[config.mk]
export PLATFORM = sky130hd
export DESIGN_NAME = gamepad_change_event_generator_flat
export DESIGN_NICKNAME = d
export VERILOG_FILES = /design/src/design/gcev_pkg.sv /design/src/design/gcev_if.sv /design/src/design/gcev_lane.sv /design/src/design/gcev_merge.sv /design/src/design/gamepad_change_event_generator.sv /design/src/flat_wrapper.sv
export VERILOG_INCLUDE_DIRS = /design/src /design/src/design
export SDC_FILE = /design/constraint.sdc
export NUM_CORES = 1
export LEC_CHECK = 0
export BUFFER_PORTS_ARGS = -buffer_cell sky130_fd_sc_hd__buf_2
export CORE_UTILIZATION = 45
export CTS_BUF_LIST = sky130_fd_sc_hd__clkbuf_16
export DETAILED_ROUTE_END_ITERATION = 10
export SLEW_MARGIN = 10
export SYNTH_ARGS = -nofsm -noshare
export SYNTH_HDL_FRONTEND = slang
export SYNTH_SLANG_ARGS = --single-unit
[constraint.sdc]
create_clock -name clk -period 3.6 [get_ports clk]
set_input_delay 0.54 -clock clk [delete_from_list [all_inputs] [get_ports clk]]
set_output_delay 0.54 -clock clk [all_outputs]
set_load 0.03 [all_outputs]
[src/design/assert_macros.svh]
`ifndef ASSERT_MACROS_SVH
`define ASSERT_MACROS_SVH

// same-cycle implication
`define CHK_NOW(label, ante, cons, msg) \
  label: assert property (@(posedge clk) disable iff (rst) (ante) |-> (cons)) \
    else $error(msg);

// next-cycle implication
`define CHK_NEXT(label, ante, cons, msg) \
  label: assert property (@(posedge clk) disable iff (rst) (ante) |=> (cons)) \
    else $error(msg);

`endif

[src/design/gcev_pkg.sv]
package gcev_pkg;

  localparam int NUM_BUTTONS = 10;
  localparam int STICK_BITS  = 8;

  localparam int THR_W      = 8;
  localparam int HOLD_W     = 16;
  localparam int IDX_W      = 4;
  localparam int CFG_IDX_W  = 2;
  localparam int CFG_DATA_W = 16;
  localparam int CMP_W      = (STICK_BITS > THR_W) ? STICK_BITS : THR_W;

  localparam int PAD_DOWN  = 4;
  localparam int PAD_LEFT  = 5;
  localparam int PAD_RIGHT = 6;
  localparam int PAD_UP    = 7;

  localparam logic [THR_W-1:0]  UPPER_RST = THR_W'(153);
  localparam logic [THR_W-1:0]  LOWER_RST = THR_W'(103);
  localparam logic [HOLD_W-1:0] HOLD_RST  = HOLD_W'(1000);

  localparam logic [CFG_IDX_W-1:0] CFG_UPPER = CFG_IDX_W'(0);
  localparam logic [CFG_IDX_W-1:0] CFG_LOWER = CFG_IDX_W'(1);
  localparam logic [CFG_IDX_W-1:0] CFG_HOLD  = CFG_IDX_W'(2);

  typedef logic [NUM_BUTTONS-1:0] btn_t;
  typedef logic [STICK_BITS-1:0]  stick_t;

  typedef struct packed {
    logic change;
    logic press;
  } lane_out_t;

  typedef struct packed {
    logic valid;
    btn_t diff;
    btn_t now;
  } stage_t;

  function automatic logic is_pad(input int i);
    return (i == PAD_DOWN) || (i == PAD_LEFT) || (i == PAD_RIGHT) || (i == PAD_UP);
  endfunction

endpackage

[src/design/gcev_if.sv]
interface gcev_poll_if;
  logic                  valid;
  logic                  ready;
  logic                  read_ok;
  gcev_pkg::btn_t        button_bits;
  gcev_pkg::stick_t      stick_x;
  gcev_pkg::stick_t      stick_y;
  modport source (output valid, read_ok, button_bits, stick_x, stick_y, input ready);
  modport sink (input valid, read_ok, button_bits, stick_x, stick_y, output ready);
endinterface

interface gcev_evt_if;
  logic                          valid;
  logic                          ready;
  logic [gcev_pkg::IDX_W-1:0]    button_index;
  logic                          is_press;
  logic                          is_last;
  modport source (output valid, button_index, is_press, is_last, input ready);
  modport sink (input valid, button_index, is_press, is_last, output ready);
endinterface

interface gcev_cfg_if;
  logic                              valid;
  logic                              ready;
  logic [gcev_pkg::CFG_IDX_W-1:0]    index;
  logic [gcev_pkg::CFG_DATA_W-1:0]   data;
  modport source (output valid, index, data, input ready);
  modport sink (input valid, index, data, output ready);
endinterface

[src/design/gcev_lane.sv]
module gcev_lane (
  input  logic                btn,
  input  logic                sub,
  input  logic                prev,
  output gcev_pkg::lane_out_t res
);

  logic cur;

  always_comb begin
    cur        = btn | sub;
    res.change = cur ^ prev;
    res.press  = cur;
  end

endmodule

[src/design/gcev_merge.sv]
module gcev_merge (
  input  logic                 clk,
  input  logic                 rst,
  input  gcev_pkg::stage_t     stg,
  output logic                 take,
  gcev_evt_if.source           evt
);

  gcev_pkg::btn_t              mask;
  gcev_pkg::btn_t              now_r;
  gcev_pkg::btn_t              rest;
  gcev_pkg::btn_t              first;
  logic [gcev_pkg::IDX_W-1:0]  pick;
  logic                        last;
  logic                        beat;

  always_comb begin
    pick = '0;
    for (int i = gcev_pkg::NUM_BUTTONS - 1; i >= 0; i--) begin
      if (mask[i]) begin
        pick = gcev_pkg::IDX_W'(i);
      end
    end
    rest  = mask & (mask - gcev_pkg::NUM_BUTTONS'(1));
    first = mask & ~rest;
    last  = (rest == '0);
  end

  assign evt.valid        = (mask != '0);
  assign evt.button_index = pick;
  assign evt.is_press     = |(now_r & first);
  assign evt.is_last      = last;

  assign beat = evt.valid && evt.ready;
  assign take = (mask == '0) || (beat && last);

  always_ff @(posedge clk) begin
    if (rst) begin
      mask <= '0;
    end else if (beat && !last) begin
      mask <= rest;
    end else if (take) begin
      mask <= stg.valid ? stg.diff : '0;
    end
  end

  always_ff @(posedge clk) begin
    if (take && stg.valid) begin
      now_r <= stg.now;
    end
  end

endmodule

[src/design/gamepad_change_event_generator.sv]
// channel | dir | beat contents
// poll    | in  | read_ok, button_bits, stick_x, stick_y
// evt     | out | button_index, is_press, is_last
// cfg     | in  | index, data (register write)
//
// A poll's holdoff, stick mapping and change mask are resolved at acceptance. With the
// emitter idle its first event is valid once the mask has passed the stage register and
// the emitter's mask register; events leave one per cycle while evt.ready is high.
// One stage entry sits in front of the emitter: poll.ready drops while that entry is full
// and the emitter has not sent its last beat. Synchronous reset restores registers and
// state. cfg is always ready.

`include "assert_macros.svh"

module gamepad_change_event_generator (
  input  logic         clk,
  input  logic         rst,
  gcev_poll_if.sink    poll,
  gcev_evt_if.source   evt,
  gcev_cfg_if.sink     cfg
);

  logic [gcev_pkg::THR_W-1:0]   upper;
  logic [gcev_pkg::THR_W-1:0]   lower;
  logic [gcev_pkg::HOLD_W-1:0]  err_hold;
  logic [gcev_pkg::HOLD_W-1:0]  holdoff;
  logic [gcev_pkg::HOLD_W-1:0]  holdoff_next;
  gcev_pkg::btn_t               prev;
  gcev_pkg::btn_t               prev_next;
  gcev_pkg::btn_t               now_v;
  gcev_pkg::btn_t               diff_v;
  gcev_pkg::btn_t               sub_v;
  gcev_pkg::stage_t             stg;
  gcev_pkg::stage_t             stg_next;
  gcev_pkg::lane_out_t          lane_res [gcev_pkg::NUM_BUTTONS];

  logic [gcev_pkg::CMP_W-1:0]   sx;
  logic [gcev_pkg::CMP_W-1:0]   sy;
  logic [gcev_pkg::CMP_W-1:0]   up_x;
  logic [gcev_pkg::CMP_W-1:0]   lo_x;
  logic                         go_right;
  logic                         go_left;
  logic                         go_up;
  logic                         go_down;
  logic                         pad_any;
  logic                         poll_acc;
  logic                         take;
  logic                         produce;

  assign cfg.ready  = 1'b1;
  assign poll.ready = !stg.valid || take;
  assign poll_acc   = poll.valid && poll.ready;

  // stick decode
  always_comb begin
    sx       = gcev_pkg::CMP_W'(poll.stick_x);
    sy       = gcev_pkg::CMP_W'(poll.stick_y);
    up_x     = gcev_pkg::CMP_W'(upper);
    lo_x     = gcev_pkg::CMP_W'(lower);
    go_right = sx > up_x;
    go_left  = !go_right && (sx < lo_x);
    go_up    = sy > up_x;
    go_down  = !go_up && (sy < lo_x);
    pad_any  = 1'b0;
    for (int i = 0; i < gcev_pkg::NUM_BUTTONS; i++) begin
      if (gcev_pkg::is_pad(i) && poll.button_bits[i]) begin
        pad_any = 1'b1;
      end
    end
  end

  for (genvar g = 0; g < gcev_pkg::NUM_BUTTONS; g++) begin : g_lane
    if (g == gcev_pkg::PAD_RIGHT) begin : g_r
      assign sub_v[g] = !pad_any && go_right;
    end else if (g == gcev_pkg::PAD_LEFT) begin : g_l
      assign sub_v[g] = !pad_any && go_left;
    end else if (g == gcev_pkg::PAD_UP) begin : g_u
      assign sub_v[g] = !pad_any && go_up;
    end else if (g == gcev_pkg::PAD_DOWN) begin : g_d
      assign sub_v[g] = !pad_any && go_down;
    end else begin : g_n
      assign sub_v[g] = 1'b0;
    end

    gcev_lane u_lane (
      .btn  (poll.button_bits[g]),
      .sub  (sub_v[g]),
      .prev (prev[g]),
      .res  (lane_res[g])
    );

    assign now_v[g]  = lane_res[g].press;
    assign diff_v[g] = lane_res[g].change;
  end

  always_comb begin
    holdoff_next = holdoff;
    prev_next    = prev;
    produce      = 1'b0;
    if (poll_acc) begin
      if (holdoff != '0) begin
        holdoff_next = holdoff - gcev_pkg::HOLD_W'(1);
      end else if (!poll.read_ok) begin
        holdoff_next = err_hold;
      end else begin
        prev_next = now_v;
        produce   = (diff_v != '0);
      end
    end
    stg_next.valid = (stg.valid && !take) || produce;
    stg_next.diff  = produce ? diff_v : stg.diff;
    stg_next.now   = produce ? now_v : stg.now;
  end

  always_ff @(posedge clk) begin
    if (rst) begin
      upper    <= gcev_pkg::UPPER_RST;
      lower    <= gcev_pkg::LOWER_RST;
      err_hold <= gcev_pkg::HOLD_RST;
      holdoff  <= '0;
      prev     <= '0;
      stg      <= '0;
    end else begin
      if (cfg.valid) begin
        unique case (cfg.index)
          gcev_pkg::CFG_UPPER: upper    <= cfg.data[gcev_pkg::THR_W-1:0];
          gcev_pkg::CFG_LOWER: lower    <= cfg.data[gcev_pkg::THR_W-1:0];
          gcev_pkg::CFG_HOLD:  err_hold <= cfg.data[gcev_pkg::HOLD_W-1:0];
          default: ;
        endcase
      end
      holdoff <= holdoff_next;
      prev    <= prev_next;
      stg     <= stg_next;
    end
  end

  gcev_merge u_merge (
    .clk  (clk),
    .rst  (rst),
    .stg  (stg),
    .take (take),
    .evt  (evt)
  );

  `CHK_NEXT(a_hold_dec, poll_acc && holdoff != '0,
    holdoff == $past(holdoff) - gcev_pkg::HOLD_W'(1), "holdoff did not count down")
  `CHK_NEXT(a_hold_load, poll_acc && holdoff == '0 && !poll.read_ok && !cfg.valid,
    holdoff == $past(err_hold), "failed read did not load holdoff")
  `CHK_NOW(a_stage_hold, stg.valid && !take, !poll.ready,
    "poll taken while stage is blocked")
  `CHK_NEXT(a_prev_keep, poll_acc && holdoff != '0, prev == $past(prev),
    "dropped poll changed previous buttons")

endmodule
[src/flat_wrapper.sv]
// flat-port wrapper written by rule: the top's interface ports become plain ports
module gamepad_change_event_generator_flat 
  (clk, rst, poll_valid, poll_read_ok, poll_button_bits, poll_stick_x, poll_stick_y, poll_ready, evt_valid, evt_button_index, evt_is_press, evt_is_last, evt_ready, cfg_valid, cfg_index, cfg_data, cfg_ready);
  gcev_poll_if poll_i ();
  gcev_evt_if evt_i ();
  gcev_cfg_if cfg_i ();
  input  logic clk;
  input  logic rst;
  input wire logic [$bits(poll_i.valid)-1:0] poll_valid;
  input wire logic [$bits(poll_i.read_ok)-1:0] poll_read_ok;
  input wire logic [$bits(poll_i.button_bits)-1:0] poll_button_bits;
  input wire logic [$bits(poll_i.stick_x)-1:0] poll_stick_x;
  input wire logic [$bits(poll_i.stick_y)-1:0] poll_stick_y;
  output wire logic [$bits(poll_i.ready)-1:0] poll_ready;
  output wire logic [$bits(evt_i.valid)-1:0] evt_valid;
  output wire logic [$bits(evt_i.button_index)-1:0] evt_button_index;
  output wire logic [$bits(evt_i.is_press)-1:0] evt_is_press;
  output wire logic [$bits(evt_i.is_last)-1:0] evt_is_last;
  input wire logic [$bits(evt_i.ready)-1:0] evt_ready;
  input wire logic [$bits(cfg_i.valid)-1:0] cfg_valid;
  input wire logic [$bits(cfg_i.index)-1:0] cfg_index;
  input wire logic [$bits(cfg_i.data)-1:0] cfg_data;
  output wire logic [$bits(cfg_i.ready)-1:0] cfg_ready;
  assign poll_i.valid = poll_valid;
  assign poll_i.read_ok = poll_read_ok;
  assign poll_i.button_bits = poll_button_bits;
  assign poll_i.stick_x = poll_stick_x;
  assign poll_i.stick_y = poll_stick_y;
  assign poll_ready = poll_i.ready;
  assign evt_valid = evt_i.valid;
  assign evt_button_index = evt_i.button_index;
  assign evt_is_press = evt_i.is_press;
  assign evt_is_last = evt_i.is_last;
  assign evt_i.ready = evt_ready;
  assign cfg_i.valid = cfg_valid;
  assign cfg_i.index = cfg_index;
  assign cfg_i.data = cfg_data;
  assign cfg_ready = cfg_i.ready;
  gamepad_change_event_generator u_core (.clk(clk), .rst(rst), .poll(poll_i), .evt(evt_i), .cfg(cfg_i));
endmodule
==> results.sh <==
export IMPL_syn_area_per_cell_sq_um=8.47
export IMPL_p_leak_uw=0.00262
export IMPL_place_area_sq_um=5910
export IMPL_worstPathCellList="nor4_4 > nand4_1 > and2_4 > a22o_1 > or3_1 > a41oi_2 > buf_4 > mux2i_1"
export IMPL_grt_overflow=0
export IMPL_final_area_sq_um=6250
export IMPL_die_y_um=113
export IMPL_end_kind="register"
export IMPL_clock_sinks=99
export IMPL_crit_required_ns=3.87
export IMPL_path_buf_inv=1
export IMPL_first_iter_violations=203
export IMPL_vias=4673
export IMPL_rows=40
export IMPL_maxCapViolCount=0
export IMPL_place_congestion=0.904
export IMPL_fmaxAchievable_mhz=317
export IMPL_tns_ns=0
export IMPL_dp_slack_ns=0.415
export IMPL_drt_pass1_iterations=5
export IMPL_clk_latency_ns=0.35
export IMPL_r2r_cells=8
export IMPL_die_area_sq_um=12700
export IMPL_io_buffers=57
export IMPL_skew_ns=0.00657
export IMPL_synth_edf_count=10
export IMPL_antennaDiodeCount=0
export IMPL_post_route_period_util_pct=87.7
export IMPL_htree_num_levels=3
export IMPL_fin_nets=777
export IMPL_antenna_found_initial=0
export IMPL_pin_count=59
export IMPL_critPathLaunchType="register"
export IMPL_syn_nets=735
export IMPL_critical_path_depth=8
export IMPL_async_reset_ff_share_pct=0
export IMPL_ys_warn_count=0
export IMPL_syn2layout_area_growth_pct=13.0
export IMPL_synth_area_sq_um=5530
export IMPL_drc=0
export IMPL_start_util_pct=46.0
export IMPL_finalMaxSlewViolations=0
export IMPL_via_per_inst=5.52
export IMPL_hold_path_class="register to register"
export IMPL_cts_hold_buf=0
export IMPL_finalSetupViolCount=0
export IMPL_syn_inst=653
export IMPL_finalHoldViolCount=0
export IMPL_slowest_stage="or3_1"
export IMPL_cts_made_buffers=9
export IMPL_clkTransAtPathRegs_ns=0.07
export IMPL_die_width_um=113
export IMPL_routedWlPerCell_um=14.8
export IMPL_ys_ff_latch=99
export IMPL_grt_pass1_vias=4493
export IMPL_synth_ff_type="dfxtp_1"
export IMPL_yosysUniqueCellTypes=70
export IMPL_cts_tree="built"
export IMPL_cts_root_buf="clkbuf_16"
export IMPL_grt_first_pass_wirelength_um=21400
export IMPL_status="completed"
export IMPL_cts_buffer_depth=2
export IMPL_post_route_min_period_ns=3.16
export IMPL_antenna_left=0
export IMPL_grt_max_degree=68
export IMPL_dp_hpwl_um=9480
export IMPL_grt_usage_pct=21.0
export IMPL_wirelength_um=12500
export IMPL_ctsResizeCount=0
export IMPL_yosysSeqAreaShare_pct=37.7
export IMPL_setup_ws_ns=0.444
export IMPL_worst_pin_slew_ns=1.02
export IMPL_arrival_ns=3.43
export IMPL_relSlewSlack_pct=31.9
export IMPL_power_density_nw_per_um2=566
export IMPL_coreArea_sq_um=12000
export IMPL_critPathMaxFanout=15
export IMPL_hold_path_depth=0
export IMPL_final_layout_size_suffix_gt1_share_pct=14.3
export IMPL_crit_family="simple AND/OR/NAND/NOR gates"
export IMPL_ir_worst_vdd_mv=0.438
export IMPL_max_stage_delay_ns=0.52
export IMPL_grt_setup_unrepaired="no"
export IMPL_cts_setup_buffers=0
export IMPL_crit_type="register to register"
cell usage after synthesis, types with 7 or more instances:
cell type / instances / area, sq um
nor4_1: 7 / 43.8
or2_2: 8 / 50.1
nand3b_1: 10 / 75.1
nor2b_1: 10 / 62.6
o21ai_0: 23 / 115
nand3_1: 17 / 85.1
or3_1: 7 / 43.8
a211o_1: 12 / 105
a211oi_1: 13 / 97.6
nand2_1: 72 / 270
nor2_1: 62 / 233
nand2b_1: 31 / 194
ha_1: 32 / 400
mux2i_1: 20 / 200
a31oi_1: 12 / 75.1
o31ai_1: 9 / 67.6
edfxtp_1: 10 / 300
inv_1: 30 / 113
clkbuf_1: 25 / 93.8
xor2_1: 9 / 78.8
dfxtp_1: 89 / 1780
nor3_1: 10 / 50.1
a21oi_1: 47 / 235
cells by family (layout without fill, tap and decap cells):
kind of cell    count (synthesis)  in the layout  synth area share (%)
compound gates                159            159                  19.3
xor+xnor                        9              9                  1.43
fa+ha+maj                      34             34                  7.65
buf+inv                        65            112                  5.14
flops                          99             99                  37.7
mux                            24             24                  4.44
other cells                     1              1                0.0678
simple gates                  262            262                  24.3
routing by layer:
metal | GRT usage [%] | share of wire (%) | wire, um
met5 | 0 | 0 | 0
met4 | 7.91 | 1.6 | 204
met3 | 2.95 | 3.0 | 381
met2 | 36.1 | 48 | 6050
met1 | 26.7 | 47 | 5890
cell usage in the layout, fill, tap and decap left out, drive strengths merged, types with 10 or more instances in the layout:
cell / synthesis / layout
dfxtp: 89 / 89
nand2: 73 / 73
buf: 10 / 66
nor2: 62 / 62
a21oi: 47 / 47
inv: 30 / 32
ha: 32 / 32
nand2b: 31 / 31
o21ai: 25 / 25
mux2i: 20 / 20
nand3: 18 / 18
a211oi: 13 / 13
a211o: 12 / 12
a31oi: 12 / 12
nor3: 11 / 11
nor2b: 10 / 10
nand3b: 10 / 10
edfxtp: 10 / 10
power breakdown:
part | internal, uW | switching [uW] | total [uW]
combinational | 465 | 654 | 1120
sequential | 1250 | 97.4 | 1340
clock | 673 | 404 | 1080
total | 2380 | 1160 | 3540
registers in the layout, indices dropped and copies added (netlist names):
signal	count
u_core.err_hold	16
u_core.up_x	8
u_core.u_merge.now_r	10
u_core.stg	21
u_core.lo_x	8
u_core.u_merge.mask	10
u_core.prev	10
u_core.holdoff	16
layout make-up:
class	count	area, sq um
timing repair buffer	66	365
sequential	99	2080
clock buffer	9	225
multi-input combinational	489	3170
inverter	30	113
fill	1185	5760
tap	147	184
clock inverter	7	110
stage by stage:
stage / util [%] / std cells / hold WS, ns / power (uW)
finish: 52.0 / 847 / 0.423 / 3540
global route: 52.0 / 847 / 0.432 / 3780
CTS: 52.0 / 847 / 0.415 / 3560
detailed placement: 49.2 / 831 / 0.410 / 2480
global placement: 49.2 / 831 / 0.408 / 2450
floorplan: - / 653 / 0.401 / 2220
worst paths after layout:
kind	slack, ns	from	endpoint
worst max-delay path	0.44	u_core.u_merge.mask[0]	u_core.stg[0]
worst min-delay path	0.42	u_core.stg[6]	u_core.u_merge.now_r[6]
worst max register to register	0.44	u_core.u_merge.mask[0]	u_core.stg[0]
worst min register to register	0.42	u_core.stg[6]	u_core.u_merge.now_r[6]
No activity file was read; power rests on OpenSTA's default activity.
